--- src/rtl/hmpc_pkg.sv ---
// Package for the heart mask pixel compositor.
// Holds the fixed-point constants, the stage counts, the payload structs and the saturation helper.
package hmpc_pkg;

  localparam int FRAC_BITS = 16;
  localparam logic signed [31:0] ONE    = 32'sd65536;
  localparam logic signed [31:0] EIGHTH = 32'sd8192;
  localparam logic [15:0]        K35    = 16'd39322;   // round(0.6 * ONE)

  localparam int CB_BITS   = 21;                       // floor cbrt(t * ONE^2) < 2^21
  localparam int FRONT_NST = 6;
  localparam int BACK_NST  = 4;
  localparam int NST       = FRONT_NST + CB_BITS + BACK_NST;

  typedef enum logic [1:0] {
    REG_INV_SCALE = 2'd0,
    REG_COL_STEP  = 2'd1,
    REG_ROW_STEP  = 2'd2
  } reg_idx_t;

  typedef struct packed {
    logic [7:0] fg_red;
    logic [7:0] fg_green;
    logic [7:0] fg_blue;
    logic [7:0] bg_red;
    logic [7:0] bg_green;
    logic [7:0] bg_blue;
  } pix_t;

  typedef struct packed {
    logic [30:0]        t;
    logic signed [31:0] a2;
    logic signed [31:0] b;
    pix_t               pix;
  } front_t;

  typedef struct packed {
    logic [CB_BITS-1:0] c;
    logic signed [31:0] a2;
    logic signed [31:0] b;
    pix_t               pix;
  } cb_out_t;

  function automatic logic signed [31:0] sat32(input logic signed [63:0] x);
    logic signed [31:0] r;
    if (x > 64'sd2147483647) r = 32'sh7FFFFFFF;
    else if (x < -64'sd2147483648) r = 32'sh80000000;
    else r = x[31:0];
    return r;
  endfunction

endpackage

--- src/rtl/hmpc_back.sv ---
// Back stages: d = c - b, m = 2*d*b, inside test and pixel select.
// Depends on hmpc_pkg.
module hmpc_back (
  input  logic                           clk,
  input  logic [hmpc_pkg::BACK_NST-1:0]  en,
  input  hmpc_pkg::cb_out_t              din,
  output logic [7:0]                     out_red,
  output logic [7:0]                     out_green,
  output logic [7:0]                     out_blue,
  output logic                           inside_res
);
  import hmpc_pkg::*;

  logic signed [31:0] d1, b1, a21, a22, a23, m3;
  logic signed [63:0] db2;
  pix_t               p1, p2, p3;
  logic signed [32:0] sum;
  logic               ins;

  assign sum = {a23[31], a23} + {m3[31], m3};
  assign ins = (sum <= 33'sd65536);

  always_ff @(posedge clk) begin
    if (en[0]) begin
      d1  <= sat32($signed({43'b0, din.c}) - {{32{din.b[31]}}, din.b});
      b1  <= din.b;
      a21 <= din.a2;
      p1  <= din.pix;
    end
    if (en[1]) begin
      db2 <= d1 * b1;
      a22 <= a21;
      p2  <= p1;
    end
    if (en[2]) begin
      m3  <= sat32(db2 >>> (FRAC_BITS - 1));
      a23 <= a22;
      p3  <= p2;
    end
    if (en[3]) begin
      inside_res <= ins;
      out_red    <= ins ? p3.fg_red   : p3.bg_red;
      out_green  <= ins ? p3.fg_green : p3.bg_green;
      out_blue   <= ins ? p3.fg_blue  : p3.bg_blue;
    end
  end

endmodule

--- config.mk ---
export PLATFORM = sky130hd
export DESIGN_NAME = hmpc_back
export DESIGN_NICKNAME = d
export VERILOG_FILES = /design/src/rtl/hmpc_pkg.sv /design/src/rtl/hmpc_back.sv
export SDC_FILE = /design/constraint.sdc
export NUM_CORES = 2
export LEC_CHECK = 0
export ABC_AREA = 0
export BUFFER_PORTS_ARGS = -buffer_cell sky130_fd_sc_hd__buf_2
export CORE_AREA = 10 10 425 427
export CTS_CLUSTER_DIAMETER = 60
export CTS_CLUSTER_SIZE = 14
export DETAILED_ROUTE_END_ITERATION = 16
export DIE_AREA = 0 0 435 437
export MAX_ROUTING_LAYER = met4
export PLACE_DENSITY_LB_ADDON = 0.25
export SLEW_MARGIN = 20
export SYNTH_ARGS = -nofsm -noshare
export SYNTH_HDL_FRONTEND = slang
export SYNTH_SLANG_ARGS = --single-unit
--- constraint.sdc ---
create_clock -name clk -period 15.4 [get_ports clk]
set_input_delay 3.08 -clock clk [delete_from_list [all_inputs] [get_ports clk]]
set_output_delay 3.08 -clock clk [all_outputs]
set_load 0.02 [all_outputs]
* Word-level counts from Yosys, hierarchy flattened *
Cells that the tools add are included.

storage, ports and cells
  bits in registers = 425
  input port bits = 138
  output and inout port bits = 25
  logic and storage cells = 42

operators by class
  add/sub/neg operators = 2
  $mul = 1
  $lt $le $gt $ge = 5
  mux-type cells = 5

operators by type and width
  cell                                                          number
  multiplier 32 x 32 -> 64 bit                                  1
  2-to-1 mux 32 bit                                             2
  > comparator 49 x 32 -> 1 bit, second input constant          1
  less-than comparator 49 x 32 -> 1 bit, second input constant  1
  adder 32 x 32 -> 33 bit                                       1
  > comparator 33 x 32 -> 1 bit, second input constant          1
  <= comparator 33 x 18 -> 1 bit, second input constant         1
  less-than comparator 33 x 32 -> 1 bit, second input constant  1
  subtractor 22 x 32 -> 33 bit                                  1
  2-to-1 mux 8 bit                                              3

* Longest topological paths before layout *
  depth in word-level cells = 3
  mapped depth = 29
  mapped depth without buffers = 28

* Worst setup path after synthesis *
Ideal clock, no wire load.

  path kind = flip-flop to flip-flop
  start point = reg d1[31]
  end point = reg db2[61], data pin
  arrival time = 7697 ps
  required time = 15141 ps
  slack = 7444 ps
  stages on the path, launching flop included = 25
  cell sequence = edfxtp_1 clkbuf_1 nand2_1 inv_1 fa_1 fa_1 fa_1 fa_1 inv_1 fa_1 inv_1 fa_1 fa_1 fa_1 ha_1 nand4_1 nor3_1 nor4bb_1 inv_1 a2bb2oi_1 nand2_1 a21oi_1 o31ai_1 a31oi_1 xnor2_1

on the way
  word-level cells in the longest chain between the ends = 1

ends and longest elaborated chain
  element                       RTL line         text
  start, declared               hmpc_back.sv:14  logic signed [31:0] d1, b1, a21, a22, a23, m3;
  start signal, assigned        hmpc_back.sv:25  d1 <= sat32($signed({43'b0, din.c}) - {{32{din.b[31]}}, din.b});
  multiplier 32 x 32 -> 64 bit  hmpc_back.sv:31  db2 <= d1 * b1;
  end signal, assigned          hmpc_back.sv:31
  end, declared                 hmpc_back.sv:15  logic signed [63:0] db2;

Every way passes these cells.
A chain may end at the register's enable or synchronous reset.

* Worst setup path after layout *
Same ends and word-level chain as after synthesis.

==> impl_metrics.json <==
{
  "status": "complete, no violations",
  "maxCapViolCount": 0,
  "holdBufCountCts": 0,
  "cts_tree": "done",
  "h-tree-depth": 2,
  "cts-root-buf": "clkbuf_16",
  "numCtsBuffers": 47,
  "worst-path-buf-inv": 7,
  "path_max_fanout": 32,
  "fmax_ghz": 0.114,
  "drt-pass1-iter-count": 5,
  "antenna_found_initial": 12,
  "synth_cell_types": 79,
  "clkTransAtPathRegs_ns": 0.06,
  "worstHoldPathType": "flop to flop",
  "initial_utilization_pct": 30.0,
  "die-area_um2": 190000,
  "grt_max_degree": 69,
  "slew_headroom_pct": 39.9,
  "wl_per_cell_um": 19.6,
  "drv_slew": 0,
  "yosysWarnings": 0,
  "worst_pin_slew_ns": 0.901,
  "io-pin-count": 163,
  "synth_top_area_share_pct": 42.2,
  "grt_use_total_pct": 15.4,
  "crit_top_cell": "fa_1",
  "ant_nets": 0,
  "routed_wirelength_mm": 139,
  "grt_pass1_wl_mm": 221,
  "finalSetupViolCount": 0,
  "clk_latency_ns": 0.67,
  "ys_seq_elements": 410,
  "place_congestion": 0.834,
  "post_cts_resized": 0,
  "synth_common_cells": "1,083 x fa_1, 1,029 x inv_1, 614 x nand2_1",
  "grt_pass1_vias": 36100,
  "critPathKind": "flop to flop",
  "clock-sinks": 410,
  "cts_setup_buffers": 0,
  "ys.flop_type": "edfxtp_1",
  "synth_mux_area_share_pct": 0.726,
  "skew_ns": 0.0458,
  "grt_overflow_total": 0,
  "worst_setup_path_end_kind": "flop",
  "slowest_stage": "fa_1",
  "io_buffer_count": 162,
  "timing.setup.tns_ns": 0,
  "viasPerCell": 4.54,
  "rsz0062_at_grt": "no",
  "cp_slowest_stage_delay_ns": 0.86,
  "synth_top_family_by_area": "adder cells",
  "async_flop_share_pct": 0,
  "nets": 6237,
  "syn_area_um2": 51300,
  "final_layout_size_suffix_gt1_share_pct": 7.47,
  "coreArea_um2": 171000,
  "synth-simple-area-share_pct": 12.6,
  "dp_hpwl_mm": 104,
  "crit_family": "adder cells",
  "worstPathArrival_ns": 9.20,
  "synth-compound-area-share_pct": 3.94,
  "final_hold_viol_count": 0,
  "area_growth_pct": 9.96,
  "die_w_um": 435,
  "syn_nets": 6159,
  "drc": 0,
  "vias": 32400,
  "cts_buffer_depth": 3,
  "die_h_um": 437,
  "synthTopCellsByArea": "fa_1 42%, edfxtp_1 24%, inv_1 7.5%",
  "placementRows": 152,
  "synth_xor_area_share_pct": 1.72,
  "synth_adder_area_share_pct": 47.9,
  "cp_data_required_time_ns": 15.81,
  "cp-start-kind": "flop",
  "finalCritPeriodShare_pct": 57.1,
  "yosys.area.top_type": "fa_1",
  "synth-edff-count": 410,
  "syn-mean-instance-area_um2": 10.9,
  "first_iter_violations": 1762,
  "yosysMostFrequentCell": "fa_1",
  "synth-seq-area-share_pct": 24.0,
  "synthCells": 4705,
  "fin_crit_ns": 8.79
}
## cell families (layout without fill, tap and decap cells)
logic type	Yosys count	in the layout
fa+ha+maj	1316	1316
simple gates	1311	1311
buf+inv	1238	1341
flops	410	410
compound gates	302	302
xor+xnor	101	101
mux	27	27
other cells	0	6
## worst reg2reg max path, stage by stage (launching register included)
cell and delay [ns]:
edfxtp_1 0.32, buf_4 0.35, nand2_1 0.24, inv_1 0.14
fa_1 0.40, inv_1 0.25, fa_1 0.46, inv_1 0.22
fa_1 0.50, fa_1 0.86, inv_1 0.40, fa_1 0.58
inv_1 0.05, fa_1 0.55, fa_1 0.43, fa_1 0.47
ha_1 0.38, nand4_1 0.16, nor3_1 0.23, nor4bb_1 0.32
inv_1 0.07, a2bb2oi_1 0.16, nand2_1 0.10, a21oi_1 0.11
o31ai_1 0.47, a31oi_1 0.17, xnor2_1 0.15
## metal layers
| layer | GRT usage (%) | wire (µm) | up-vias |
|---|---|---|---|
| li1 | - | - | 14300 |
| met1 | 19.8 | 61600 | 17100 |
| met2 | 25.5 | 67300 | 753 |
| met3 | 2.35 | 6810 | 189 |
| met4 | 3.69 | 3730 | 0 |
| met5 | - | 0 | - |
## state kept, by name, summed over array words and instances (netlist names)
| register | flops |
|---|---|
| inside_res | 1 |
| a21 | 32 |
| a23 | 32 |
| m3 | 32 |
| out_red | 8 |
| a22 | 32 |
| out_green | 8 |
| d1 | 32 |
| p1 | 48 |
| out_blue | 8 |
| p2 | 48 |
| p3 | 48 |
| b1 | 32 |
| db2 | 49 |
## final timing paths
kind	endpoint	cells past startpoint	from	slack (ns)
min reg2reg	a22[17]$_DFFE_PP_	0	a21[17]$_DFFE_PP_	0.40
min	a22[17]$_DFFE_PP_	0	a21[17]$_DFFE_PP_	0.40
max	db2[61]$_DFFE_PP_	26	d1[31]$_SDFFCE_PN0P_	6.61
max reg2reg	db2[61]$_DFFE_PP_	26	d1[31]$_SDFFCE_PN0P_	6.61
## cell type report
| type | instances | area (µm²) |
|---|---|---|
| clock buffer | 47 | 1180 |
| tap | 2310 | 2890 |
| timing repair buffer | 238 | 1400 |
| clock inverter | 27 | 412 |
| inverter | 1029 | 3860 |
| sequential | 410 | 12300 |
| antenna | 6 | 15.0 |
| fill | 17400 | 115000 |
| multi-input combinational | 3057 | 34400 |
## through the flow
step | worst slack (ns) | area (µm²) | utilization, % | instances | hold slack, ns
final | 6.61 | 56500 | 32.9 | 7124 | 0.396
after global placement | 6.62 | 54900 | 32.0 | 7044 | 0.400
after detailed placement | 6.53 | 54900 | 32.0 | 7044 | 0.405
after global routing | 5.92 | 56400 | 32.9 | 7120 | 0.406
after CTS | 6.52 | 56400 | 32.9 | 7118 | 0.387
after floorplan | 7.44 | 51300 | - | 4705 | 0.400
## layout by cell type (no fill, tap or decap), types with 8 or more instances in the layout
cell type / synthesis / layout
fa_1: 1083 / 1083
inv_1: 1029 / 1029
nand2_1: 614 / 614
and2_1: 500 / 500
edfxtp_1: 410 / 410
ha_1: 233 / 233
buf_2: 1 / 159
a21oi_1: 83 / 83
buf_4: 0 / 77
nor2_1: 75 / 75
xnor2_1: 63 / 63
o21ai_0: 58 / 57
a21o_1: 53 / 53
clkbuf_16: 0 / 47
xor2_1: 38 / 38
nand2b_1: 19 / 19
mux2_4: 19 / 19
nand4_1: 18 / 18
nand3_1: 15 / 15
o21a_1: 14 / 14
nor2b_1: 14 / 14
nor3_1: 13 / 13
nor4_1: 11 / 10
o21bai_1: 10 / 10
a31oi_1: 9 / 9
o211ai_1: 8 / 8
a211oi_1: 8 / 8
or3_1: 8 / 8
Power is not shown: default switching activity piles up to over one toggle a cycle in this logic, so the estimate is an artifact.
